<file path="src/rtl/grbf_pkg.sv">
// Shared types, constants and the exponential table function for the Gaussian basis
// gradient accumulator. No dependencies.
package grbf_pkg;

  localparam int unsigned MUL_W = 33;
  localparam int unsigned PROD_W = 2 * MUL_W;
  localparam int unsigned ACC_W = 48;

  localparam logic [MUL_W-1:0] LOG2E_Q16 = 33'd94548;
  localparam logic [15:0] GAMMA_RESET = 16'd256;
  localparam longint unsigned LN2_Q32 = 64'd2977044472;
  localparam int unsigned SERIES_TERMS = 14;

  localparam logic signed [ACC_W-1:0] ACC_MAX = 48'sh7FFF_FFFF_FFFF;
  localparam logic signed [ACC_W-1:0] ACC_MIN = 48'sh8000_0000_0000;

  typedef enum logic [8:0] {
    ST_IDLE = 9'b000000001,
    ST_SQ   = 9'b000000010,
    ST_GX   = 9'b000000100,
    ST_LG   = 9'b000001000,
    ST_EXP  = 9'b000010000,
    ST_DE   = 9'b000100000,
    ST_GP   = 9'b001000000,
    ST_DG   = 9'b010000000,
    ST_ACC  = 9'b100000000
  } state_t;

  // Truncating quotient by shift and subtract; only used while the table constants are built.
  function automatic longint unsigned div_small(input longint unsigned num,
                                                input int unsigned den);
    longint unsigned quo;
    longint unsigned rem;
    quo = '0;
    rem = '0;
    for (int b = 63; b >= 0; b--) begin
      rem = {rem[62:0], num[b]};
      if (rem >= 64'(den)) begin
        rem = rem - 64'(den);
        quo[b] = 1'b1;
      end
    end
    return quo;
  endfunction

  // Table entry j holds 2^(-j / 2^bits) in Q0.16, from a series in Q0.32.
  function automatic logic [15:0] rom_entry(input int unsigned j, input int unsigned bits);
    longint unsigned u;
    longint unsigned sum;
    longint unsigned term;
    u = (longint'(j) * LN2_Q32) >> bits;
    sum = 64'd1 << 32;
    term = 64'd1 << 32;
    for (int unsigned n = 1; n <= SERIES_TERMS; n++) begin
      term = (term * u) >> 32;
      term = div_small(term, n);
      if (n[0]) begin
        sum = sum - term;
      end else begin
        sum = sum + term;
      end
    end
    sum = (sum + 64'h8000) >> 16;
    if (sum > 64'hFFFF) begin
      sum = 64'hFFFF;
    end
    return sum[15:0];
  endfunction

endpackage

</file>
<file path="src/rtl/gaussian_rbf_gradient_accumulate.sv">
// Gaussian basis gradient accumulator, top level. Depends on grbf_pkg, grbf_mul, grbf_exp_rom.
// A word is accepted in the idle state, then in_tready stays low while the sequencer does six
// products on the shared 33x33 multiplier, a table lookup and an accumulate step; no new word is
// taken before the last is through. A row result is registered by the accumulate step of its last
// word, later only while the previous result still waits on out_tready. Synchronous active-low
// reset clears the sequencer, the row sum and the output valid, and sets the width factor to 1.0.
module gaussian_rbf_gradient_accumulate #(
  parameter int unsigned EXP_TABLE_BITS = 6
) (
  input  logic        clk,
  input  logic        rst_n,
  input  logic        cfg_wr_en,
  input  logic [15:0] cfg_wr_data,   // gaussian_width
  input  logic        in_tvalid,
  output logic        in_tready,
  input  logic [63:0] in_tdata,      // distance, center, upstream_grad
  input  logic        in_tlast,      // last_term
  output logic        out_tvalid,
  input  logic        out_tready,
  output logic [47:0] out_tdata      // grad_r
);

  grbf_pkg::state_t state_r, state_nxt;

  logic [15:0]                              gamma_r;
  logic signed [16:0]                       delta_r;
  logic signed [31:0]                       g_r;
  logic                                     last_r;
  logic [15:0]                              e_r;
  logic [15:0]                              e_nxt;
  logic signed [grbf_pkg::ACC_W-1:0]        acc_r, acc_nxt;
  logic [grbf_pkg::ACC_W-1:0]               out_data_r, out_data_nxt;
  logic                                     out_valid_r, out_valid_nxt;
  logic signed [grbf_pkg::MUL_W-1:0]        mul_a, mul_b;
  logic                                     mul_en;
  logic signed [grbf_pkg::PROD_W-1:0]       prod;
  logic signed [49:0]                       term;
  logic signed [50:0]                       sum;
  logic signed [grbf_pkg::ACC_W-1:0]        sat;
  logic                                     out_blocked;

  grbf_mul u_mul (
    .clk    (clk),
    .en     (mul_en),
    .a      (mul_a),
    .b      (mul_b),
    .prod_r (prod)
  );

  grbf_exp_rom #(
    .TABLE_BITS (EXP_TABLE_BITS)
  ) u_exp (
    .y (prod[48:16]),
    .e (e_nxt)
  );

  assign in_tready   = (state_r == grbf_pkg::ST_IDLE);
  assign out_tvalid  = out_valid_r;
  assign out_tdata   = out_data_r;
  assign out_blocked = out_valid_r && !out_tready;

  always_comb begin
    mul_a  = '0;
    mul_b  = '0;
    mul_en = 1'b1;
    unique case (state_r)
      grbf_pkg::ST_SQ: begin
        mul_a = {{16{delta_r[16]}}, delta_r};
        mul_b = {{16{delta_r[16]}}, delta_r};
      end
      grbf_pkg::ST_GX: begin
        mul_a = {17'b0, gamma_r};
        mul_b = {1'b0, prod[31:0]};
      end
      grbf_pkg::ST_LG: begin
        mul_a = {1'b0, prod[47:16]};
        mul_b = grbf_pkg::LOG2E_Q16;
      end
      grbf_pkg::ST_DE: begin
        mul_a = {{16{delta_r[16]}}, delta_r};
        mul_b = {17'b0, e_r};
      end
      grbf_pkg::ST_GP: begin
        mul_a = -$signed({17'b0, gamma_r});
        mul_b = prod[32:0];
      end
      grbf_pkg::ST_DG: begin
        mul_a = {{2{prod[49]}}, prod[49:19]};
        mul_b = {g_r[31], g_r};
      end
      default: begin
        mul_en = 1'b0;
      end
    endcase
  end

  assign term = prod[65:16];
  assign sum  = {{3{acc_r[47]}}, acc_r} + {term[49], term};

  always_comb begin
    if (sum[50:47] == 4'b0000 || sum[50:47] == 4'b1111) begin
      sat = sum[47:0];
    end else if (sum[50]) begin
      sat = grbf_pkg::ACC_MIN;
    end else begin
      sat = grbf_pkg::ACC_MAX;
    end
  end

  always_comb begin
    state_nxt     = state_r;
    acc_nxt       = acc_r;
    out_data_nxt  = out_data_r;
    out_valid_nxt = out_valid_r && !out_tready;
    unique case (state_r)
      grbf_pkg::ST_IDLE: begin
        if (in_tvalid) begin
          state_nxt = grbf_pkg::ST_SQ;
        end
      end
      grbf_pkg::ST_SQ:  state_nxt = grbf_pkg::ST_GX;
      grbf_pkg::ST_GX:  state_nxt = grbf_pkg::ST_LG;
      grbf_pkg::ST_LG:  state_nxt = grbf_pkg::ST_EXP;
      grbf_pkg::ST_EXP: state_nxt = grbf_pkg::ST_DE;
      grbf_pkg::ST_DE:  state_nxt = grbf_pkg::ST_GP;
      grbf_pkg::ST_GP:  state_nxt = grbf_pkg::ST_DG;
      grbf_pkg::ST_DG:  state_nxt = grbf_pkg::ST_ACC;
      grbf_pkg::ST_ACC: begin
        if (!last_r) begin
          acc_nxt   = sat;
          state_nxt = grbf_pkg::ST_IDLE;
        end else if (!out_blocked) begin
          acc_nxt       = '0;
          out_data_nxt  = sat;
          out_valid_nxt = 1'b1;
          state_nxt     = grbf_pkg::ST_IDLE;
        end
      end
      default: state_nxt = grbf_pkg::ST_IDLE;
    endcase
  end

  always_ff @(posedge clk) begin
    if (!rst_n) begin
      state_r     <= grbf_pkg::ST_IDLE;
      gamma_r     <= grbf_pkg::GAMMA_RESET;
      acc_r       <= '0;
      out_valid_r <= 1'b0;
    end else begin
      state_r     <= state_nxt;
      acc_r       <= acc_nxt;
      out_valid_r <= out_valid_nxt;
      if (cfg_wr_en) begin
        gamma_r <= cfg_wr_data;
      end
    end
  end

  always_ff @(posedge clk) begin
    out_data_r <= out_data_nxt;
    if (in_tvalid && in_tready) begin
      delta_r <= $signed({1'b0, in_tdata[15:0]}) - $signed({1'b0, in_tdata[31:16]});
      g_r     <= in_tdata[63:32];
      last_r  <= in_tlast;
    end
    if (state_r == grbf_pkg::ST_EXP) begin
      e_r <= e_nxt;
    end
  end

  a_accept_starts: assert property (@(posedge clk) disable iff (!rst_n)
    (in_tvalid && in_tready) |=> (state_r == grbf_pkg::ST_SQ) && !in_tready)
    else $error("accepted word did not start the sequencer");

  a_row_end_clears: assert property (@(posedge clk) disable iff (!rst_n)
    (state_r == grbf_pkg::ST_ACC && last_r && !out_blocked) |=> (acc_r == '0) && out_valid_r)
    else $error("row end did not emit and clear the row sum");

  a_no_spurious_out: assert property (@(posedge clk) disable iff (!rst_n)
    (!out_valid_r && !(state_r == grbf_pkg::ST_ACC && last_r)) |=> !out_valid_r)
    else $error("result raised without a last word");

  a_prod_held_acc: assert property (@(posedge clk) disable iff (!rst_n)
    (state_r == grbf_pkg::ST_ACC && $past(state_r == grbf_pkg::ST_ACC)) |-> $stable(prod))
    else $error("product changed while waiting to accumulate");

endmodule

</file>
<file path="src/rtl/grbf_mul.sv">
// Shared signed multiplier with a registered product.
// Depends on grbf_pkg for the operand width.
module grbf_mul (
  input  logic                                   clk,
  input  logic                                   en,
  input  logic signed [grbf_pkg::MUL_W-1:0]      a,
  input  logic signed [grbf_pkg::MUL_W-1:0]      b,
  output logic signed [grbf_pkg::PROD_W-1:0]     prod_r
);

  always_ff @(posedge clk) begin
    if (en) begin
      prod_r <= a * b;
    end
  end

endmodule

</file>
<file path="src/rtl/grbf_exp_rom.sv">
// Exponential table with base-2 range reduction: maps y (Q.16 log2 exponent) to 2^-y.
// Depends on grbf_pkg for the table contents.
module grbf_exp_rom #(
  parameter int unsigned TABLE_BITS = 6
) (
  input  logic [32:0] y,
  output logic [15:0] e
);

  logic [15:0]           rom_tbl [2**TABLE_BITS];
  logic [TABLE_BITS-1:0] idx;
  logic [16:0]           k;

  for (genvar i = 0; i < 2**TABLE_BITS; i++) begin : g_tbl
    localparam logic [15:0] ENTRY = grbf_pkg::rom_entry(i, TABLE_BITS);
    assign rom_tbl[i] = ENTRY;
  end

  assign idx = y[15 -: TABLE_BITS];
  assign k   = y[32:16];
  assign e   = (|k[16:4]) ? 16'd0 : (rom_tbl[idx] >> k[3:0]);

endmodule

</file>
<file path="config.mk">
export PLATFORM = sky130hd
export DESIGN_NAME = gaussian_rbf_gradient_accumulate
export DESIGN_NICKNAME = d
export VERILOG_FILES = /design/src/rtl/grbf_pkg.sv /design/src/rtl/gaussian_rbf_gradient_accumulate.sv /design/src/rtl/grbf_mul.sv /design/src/rtl/grbf_exp_rom.sv
export SDC_FILE = /design/constraint.sdc
export NUM_CORES = 2
export LEC_CHECK = 0
export BUFFER_PORTS_ARGS = -buffer_cell sky130_fd_sc_hd__buf_2
export CAP_MARGIN = 0
export CELL_PAD_IN_SITES_DETAIL_PLACEMENT = 0
export CELL_PAD_IN_SITES_GLOBAL_PLACEMENT = 1
export CORE_UTILIZATION = 50
export CTS_CLUSTER_SIZE = 30
export DETAILED_ROUTE_END_ITERATION = 6
export PLACE_DENSITY_LB_ADDON = 0.1
export RECOVER_POWER = 50
export SETUP_SLACK_MARGIN = 0.05
export SLEW_MARGIN = 20
export SYNTH_ARGS = -nofsm -noshare
export SYNTH_HDL_FRONTEND = slang
export SYNTH_HIERARCHICAL = 1
export SYNTH_SLANG_ARGS = --single-unit
</file>
<file path="constraint.sdc">
create_clock -name clk -period 11.6 [get_ports clk]
set_clock_uncertainty 0.05 [all_clocks]
set_input_delay 2.32 -clock clk [delete_from_list [all_inputs] [get_ports clk]]
set_output_delay 2.32 -clock clk [all_outputs]
set_load 0.1 [all_outputs]
</file>
; ---- Yosys cells after proc, flatten, opt, wreduce, memory -nomap -nowiden
; Memories as Yosys holds them, arrays and structs flattened.
; Cells that the tools add are included.
[classes]
n_addsub = 3
n_mul = 1
div = 0
magnitude_cmp = 1
eq_ne = 13
shift = 1
n_mux = 15
bitwise = 2
reduce_logical = 11
[op_table]
columns = cell, n
row1 = case mux 33 bit (6 select lines), 1
row2 = 2-to-1 mux 48 bit, 4
row3 = case mux 33 bit (5 select lines), 1
row4 = case mux 9 bit (9 select lines), 1
row5 = multiplier 33 x 33 -> 66 bit, 1
row6 = adder 48 x 50 -> 51 bit, 1
row7 = negator 16 -> 33 bit, 1
row8 = 2-to-1 mux 16 bit, 2
row9 = 2-to-1 mux 9 bit, 3
row10 = subtractor 16 x 16 -> 17 bit, 1
row11 = right shift 16 x 4 -> 16 bit, 1
row12 = OR reduction 13 bit, 1
row13 = == test 9 x 1 -> 1 bit (second input constant), 1
row14 = == test 9 x 2 -> 1 bit (second input constant), 1
row15 = == test 9 x 3 -> 1 bit (second input constant), 1
row16 = == test 9 x 4 -> 1 bit (second input constant), 1
row17 = == test 9 x 5 -> 1 bit (second input constant), 1
row18 = == test 9 x 6 -> 1 bit (second input constant), 1
row19 = == test 9 x 7 -> 1 bit (second input constant), 1
row20 = == test 9 x 8 -> 1 bit (second input constant), 1
row21 = == test 9 bit (second input constant), 1
row22 = >= comparator 7 bit (second input constant), 1
row23 = inverter 6 -> 7 bit, 1
row24 = OR reduction 6 bit, 1
row25 = 12 further kinds, 17
[word_totals]
register_bits = 254
latchBits = 0
mem_bits_rw = 0
romBits = 1024
output_inout_bits = 50
elab_cells = 58
n_memories = 1
[memory_table]
columns = memory, depth, width, read_ports, rd_clocked_by_memory_dff, write_ports, line_no
row1 = (no name shown), 64, 16, 1, 0, 0, grbf_exp_rom.sv:21  ; assign e = (|k[16:4]) ? 16'd0 : (rom_tbl[idx] >> k[3:0]);

; ---- Longest topological paths before layout
[depth]
ltp_word = 5
depth_mapped = 39
ltp_nobuf = 36

; ---- Cells and area by module
; Netlist, hierarchy kept.
[modules_own_cells]
columns = module, instances, cells_per_inst, area_per_inst_um2, seq_area_each_um2
row1 = grbf_mul, 1, 4317, 41075.6, 1981.9
row2 = gaussian_rbf_gradient_accumulate, 1, 1303, 11982.7, 4904.7
row3 = grbf_exp_rom, 1, 369, 2389.8, 0.0

; ---- Worst setup path before layout
; OpenSTA, ideal clock, no wires.
[synth_path]
kind = reg-to-reg
startpoint = register state_r[8]
endpoint = register u_mul/prod_r[63] (netlist name), data pin
arrival_ns = 9.564
setup_slack_ns = 1.723
path_stages_with_launch = 36
n_path_buf = 2
synth_period_minus_slack_ns = 9.877
path_cell_list = dfxtp_1 or4_1 or4_1 nor3b_1 inv_1 nand2_1 nand2_1 o21a_1 nand2_1 a21o_1 clkbuf_1 nand2_1 fa_1 fa_1 inv_1 fa_1 inv_1 fa_1 inv_1 fa_1 fa_1 fa_1 inv_1 fa_1 inv_1 ha_1 buf_2 and4_1 nand3_1 nor2_1 nand3_1 o311a_4 o31ai_4 a41oi_4 o41ai_2 xnor2_1
[synth_via]
elab_chain_len = 4
word_cells_on_any_way = 10
classes_between = mul (1) / eq/ne (6) / mux (2) / reduce/logical (1)
[synth_lines]
columns = element, line_no
row1 = "start, declared", gaussian_rbf_gradient_accumulate.sv:23  ; grbf_pkg::state_t state_r, state_nxt;
row2 = "start signal, assigned", gaussian_rbf_gradient_accumulate.sv:145  ; state_r <= grbf_pkg::ST_IDLE;
row3 = "start signal, assigned", gaussian_rbf_gradient_accumulate.sv:150  ; state_r <= state_nxt;
row4 = == test 9 x 6 -> 1 bit or == test 9 x 2 -> 1 bit (tied branches), gaussian_rbf_gradient_accumulate.sv:66  ; unique case (state_r)
row5 = OR reduction 2 bit (no line), -
row6 = case mux 33 bit (5 select lines) (*), gaussian_rbf_gradient_accumulate.sv:66
row7 = "net mul_a, one bit", gaussian_rbf_gradient_accumulate.sv:34  ; logic signed [grbf_pkg::MUL_W-1:0] mul_a, mul_b;
row8 = multiplier 33 x 33 -> 66 bit (*), grbf_mul.sv:13  ; prod_r <= a * b;
row9 = "end signal, assigned", grbf_mul.sv:13
row10 = "end, declared", grbf_mul.sv:8  ; output logic signed [grbf_pkg::PROD_W-1:0] prod_r
; Mark *: on every way through the listed nets, which the timed path passes. The rest lies on a longest branch.
; A chain may end at the register's enable or synchronous reset.

; ---- Worst setup path after layout
[layout_path]
startpoint = register state_r[8]
endpoint = register u_mul/prod_r[56] (netlist name), data pin
; Same word-level chain as after synthesis.

==> key figures <==
Clock network
  – Clk buf depth: 3
  – CTS Root Cell: clkbuf_16
  – Clk slew on worst S/H paths: 0.07 ns
  – Num Clock Sinks: between 200 and 300
  – CTS H-tree lvls: 1
  – # Post-CTS Setup Buffers: 0
  – TritonCTS Buffers: 26
  – Clk_lat worst skew: 0.57 ns
  – CTS tree: yes

Synth
  – Synth warn: 6
  – Synth Flop Type: edfxtp_1
  – Synth Area in Adders: about half
  – Mapped Area: 55,400 µm²
  – Post-Synthesis Cells: 5,989
  – Synth top area share: 41.4%
  – Post-synth cell types: ~110
  – Post-synthesis sequential area ratio: 12.4%
  – Synth Area in Compound Gates: between 10% and 20%
  – Yosys top cell by area: fa_1
  – Largest family of logic cells by synthesized area: adder cells
  – Leading post-synthesis cells by cell area: fa_1 (41%), edfxtp_1 (9.7%), inv_1 (8.4%), ha_1 (6.6%), and2_1 (6.5%)
  – Number of flops mapped to enable cells by yosys: 180
  – Syn nets: between 7,000 and 8,000
  – Synth Area in XOR/XNOR: 2.18%
  – Syn_area_per_cell: 9.26 µm²
  – Post-synthesis mux area share: 0.720%
  – Yosys reg bits: 254
  – Simple-gate share of the synthesized area: 15.4%
  – FFs w/ async S/R, synth: 0%

Timing
  – Final Max Slew Viols: 164
  – Hold violation total from the final report: 0
  – # setup viols final: 0
  – Achievable frequency: 90.9 MHz
  – Unrepaired setup endpoints after global routing: no
  – Slew @ Worst Pin: about 3.5 ns
  – Final period utilization: 94.8%
  – Fin Setup TNS: 0 ns
  – Slew margin rel.: -135%
  – Post-route worst setup slack: ~0.60 ns
  – Period minus WS final: about 11 ns

Floorplanning
  – Height of the die: 335 µm
  – Die width: 335 µm
  – Die Footprint: 112,000 µm²
  – # IOs: 136
  – Rows: 121
  – Initial Util: between 50% and 60%
  – Core box area: 109,000 µm²

Critical path
  – Reg-to-reg slack, setup: 0.60 ns
  – CP max-delay cell: a221o_1
  – CP startpoint kind: flop
  – Crit-path max cell delay: just over 0.6 ns
  – Worst R2R Start: state_r[8]$_SDFFE_PN0P_
  – Arrival time at the worst endpoint: 11.24 ns
  – Crit-path most repeated cell: fa_1
  – WP buf/inv: 7
  – Critical path's top delay family: adder cells
  – Worst Reg2Reg Path Length in Cells: 30
  – Crit end category: flop
  – WP data required: 11.84 ns
  – FF-to-FF End: u_mul/prod_r[56]$_DFFE_PP_
  – Crit path kind: reg -> reg
  – Worst Path Max Fanout: 16

Job
  – Max-cap violations: 4

Final layout
  – Commonest non-fill, non-tap cell in the layout: inv_1
  – Final instance area: 58,800 µm²
  – Area Overhead vs Synth: 6.00%
  – Most frequent cells in the layout: inv_1 (1,232), fa_1 (1,147), nand2_1 (698)
  – Share of cells above drive strength 1: 5.82%
  – Post-layout nets: around 7,500

Power
  – Pwr dens: 41.1 nW/µm²
  – Sequential share of power: 43.0%
  – Net Switching: 711 µW
  – P_leak: 0.0290 µW
  – Sw frac: 29.4%
  – Int Power: 1710 µW
  – Clock power share: between 40% and 50%
  – Logic pwr share: 16.7%
  – VDD IR max: 0.0000821 V

Route
  – Drt initial violations: 2,871
  – Final ANT Viol Nets: 0
  – WL/cell: 22.8 µm
  – Vias per cell: 5.59
  – DR vias: 41,574
  – DR pass1 iterations: 6
  – Final wirelength: around 170,000 µm
  – DRC Markers: 0

Place
  – Port buffer count: 135
  – Placer Congestion: 0.926
  – DP Worst Slack: between 0.6 and 0.7 ns
  – Placed inst area: slightly below 60,000 µm²
  – Dpl hpwl: 133,000 µm

Outcome
  – Violated checks: capacitance limit, slew limit
  – Outcome: finished with violations

Global routing
  – Global-route wire length before repair: 263,000 µm
  – Gr busiest metal: met2
  – GRT Overall Usage: a little over 30%
  – Grt met2 use: 54.4%
  – Initial antenna violation count: 9
  – Global-route met3 utilization: 3.11%
  – Met1 GRT Util: approximately two fifths
  – Largest net degree at the start of global routing: 72
  – Grt ovf: 0
  – Vias in the first global route: 44,127

Hold path
  – Worst Hold Depth: 2
  – Hold Crit Class: reg -> reg
  – Hold path start: gamma_r[0]$_SDFFE_PN0P_
  – Worst Hold Path EP: gamma_r[0]$_SDFFE_PN0P_
synthesized netlist by cell type (all sizes together) (12+ instances only):
| cell | count |
|---|---|
| a21boi | 13 |
| a222oi | 16 |
| a221o | 33 |
| buf | 59 |
| o22ai | 60 |
| a22o | 13 |
| and3 | 16 |
| or3 | 12 |
| xnor2 | 80 |
| inv | 1239 |
| nand2b | 31 |
| o211ai | 17 |
| a22oi | 43 |
| xor2 | 57 |
| o21ai | 138 |
| and2 | 575 |
| a211oi | 29 |
| fa | 1147 |
| nor2 | 173 |
| dfxtp | 74 |
| ha | 293 |
| mux2i | 23 |
| nor3b | 14 |
| nand2 | 699 |
| nand3 | 51 |
| a21o | 59 |
| a21oi | 225 |
| edfxtp | 180 |
| nor3 | 34 |
| o21a | 14 |
| nand4 | 41 |
| nor2b | 27 |
| a31oi | 27 |
| o2111ai | 12 |
| o21bai | 24 |
| clkbuf | 296 |
state kept, by name, indices dropped and copies added, names as in the netlist:
register and cells:
u_mul/prod_r 66, gamma_r 16, last_r 1, delta_r 17
g_r 32, out_tvalid 1, out_tdata 48, state_r 9
acc_r 48, e_r 16
tightest hold or removal path: cells and delay by family (launching register included):
kind	cells	cell delay [ns]
AND/OR/NAND/NOR	1	0.08
multiplexers	1	0.08
flip-flops	1	0.36
routing by layer:
metal	routed length (µm)	part of all wire (%)
met1	69100	41
met2	86300	51
met3	8540	5.0
met4	5800	3.4
met5	26	0.015
what timing repair did:
action                                  in CTS  in global routing
endpoints found under the setup margin       0                  1
gates resized for setup                      0                  1
hold buffers                                 0                  0
per-stage QoR:
stage          util (%)  hold slack, ns  std cells  power, µW
6_report           53.7           0.491       7441       2420
5_1_grt            53.7           0.529       7439       2500
4_1_cts            53.8           0.487       7438       2430
3_5_place_dp       52.9           0.471       7390       1460
3_3_place_gp       52.9           0.459       7390       1460
2_1_floorplan         -           0.434       5989       1280
cell type report:
type                            count  area [µm²]
Fill cell                       10282       50700
Timing Repair Buffer              280        1880
Tap cell                         1476        1850
Multi-Input combinational cell   4140       42500
Clock inverter                     21         320
Antenna cell                        3        7.51
Sequential cell                   254        6890
Clock buffer                       27         654
Inverter                         1240        4650
power groups by stage:
stage          logic (µW)  clock network, µW  registers, µW
2_1_floorplan         244                  0           1030
3_3_place_gp          398                  0           1060
3_5_place_dp          401                  0           1060
4_1_cts               402                986           1040
5_1_grt               437               1020           1040
6_report              404                974           1040
kinds of logic (layout without fill, tap and decap cells):
group / count (synthesis) / after routing
buffers and inverters: 1595 / 1568
DFF: 254 / 254
adders and majority gates: 1440 / 1440
and+or+nand+nor: 1715 / 1715
AOI/OAI and AO/OA: 815 / 815
xor gates and xnor gates: 137 / 137
other: 0 / 3
muxes: 33 / 33
worst max path at each step:
stage                            startpoint                          to  slack, ns  depth (start not counted)
floorplan           state_r[8]$_SDFFE_PN0P_  u_mul/prod_r[63]$_DFFE_PP_       1.72                         35
global placement    state_r[8]$_SDFFE_PN0P_  u_mul/prod_r[64]$_DFFE_PP_       0.68                         31
detailed placement  state_r[8]$_SDFFE_PN0P_  u_mul/prod_r[64]$_DFFE_PP_       0.69                         31
CTS                 state_r[8]$_SDFFE_PN0P_  u_mul/prod_r[64]$_DFFE_PP_       0.64                         31
global route        state_r[5]$_SDFFE_PN0P_  u_mul/prod_r[64]$_DFFE_PP_       0.14                         31
finish              state_r[8]$_SDFFE_PN0P_  u_mul/prod_r[56]$_DFFE_PP_       0.60                         30
Note: power is estimated with default switching activity, not from simulation.
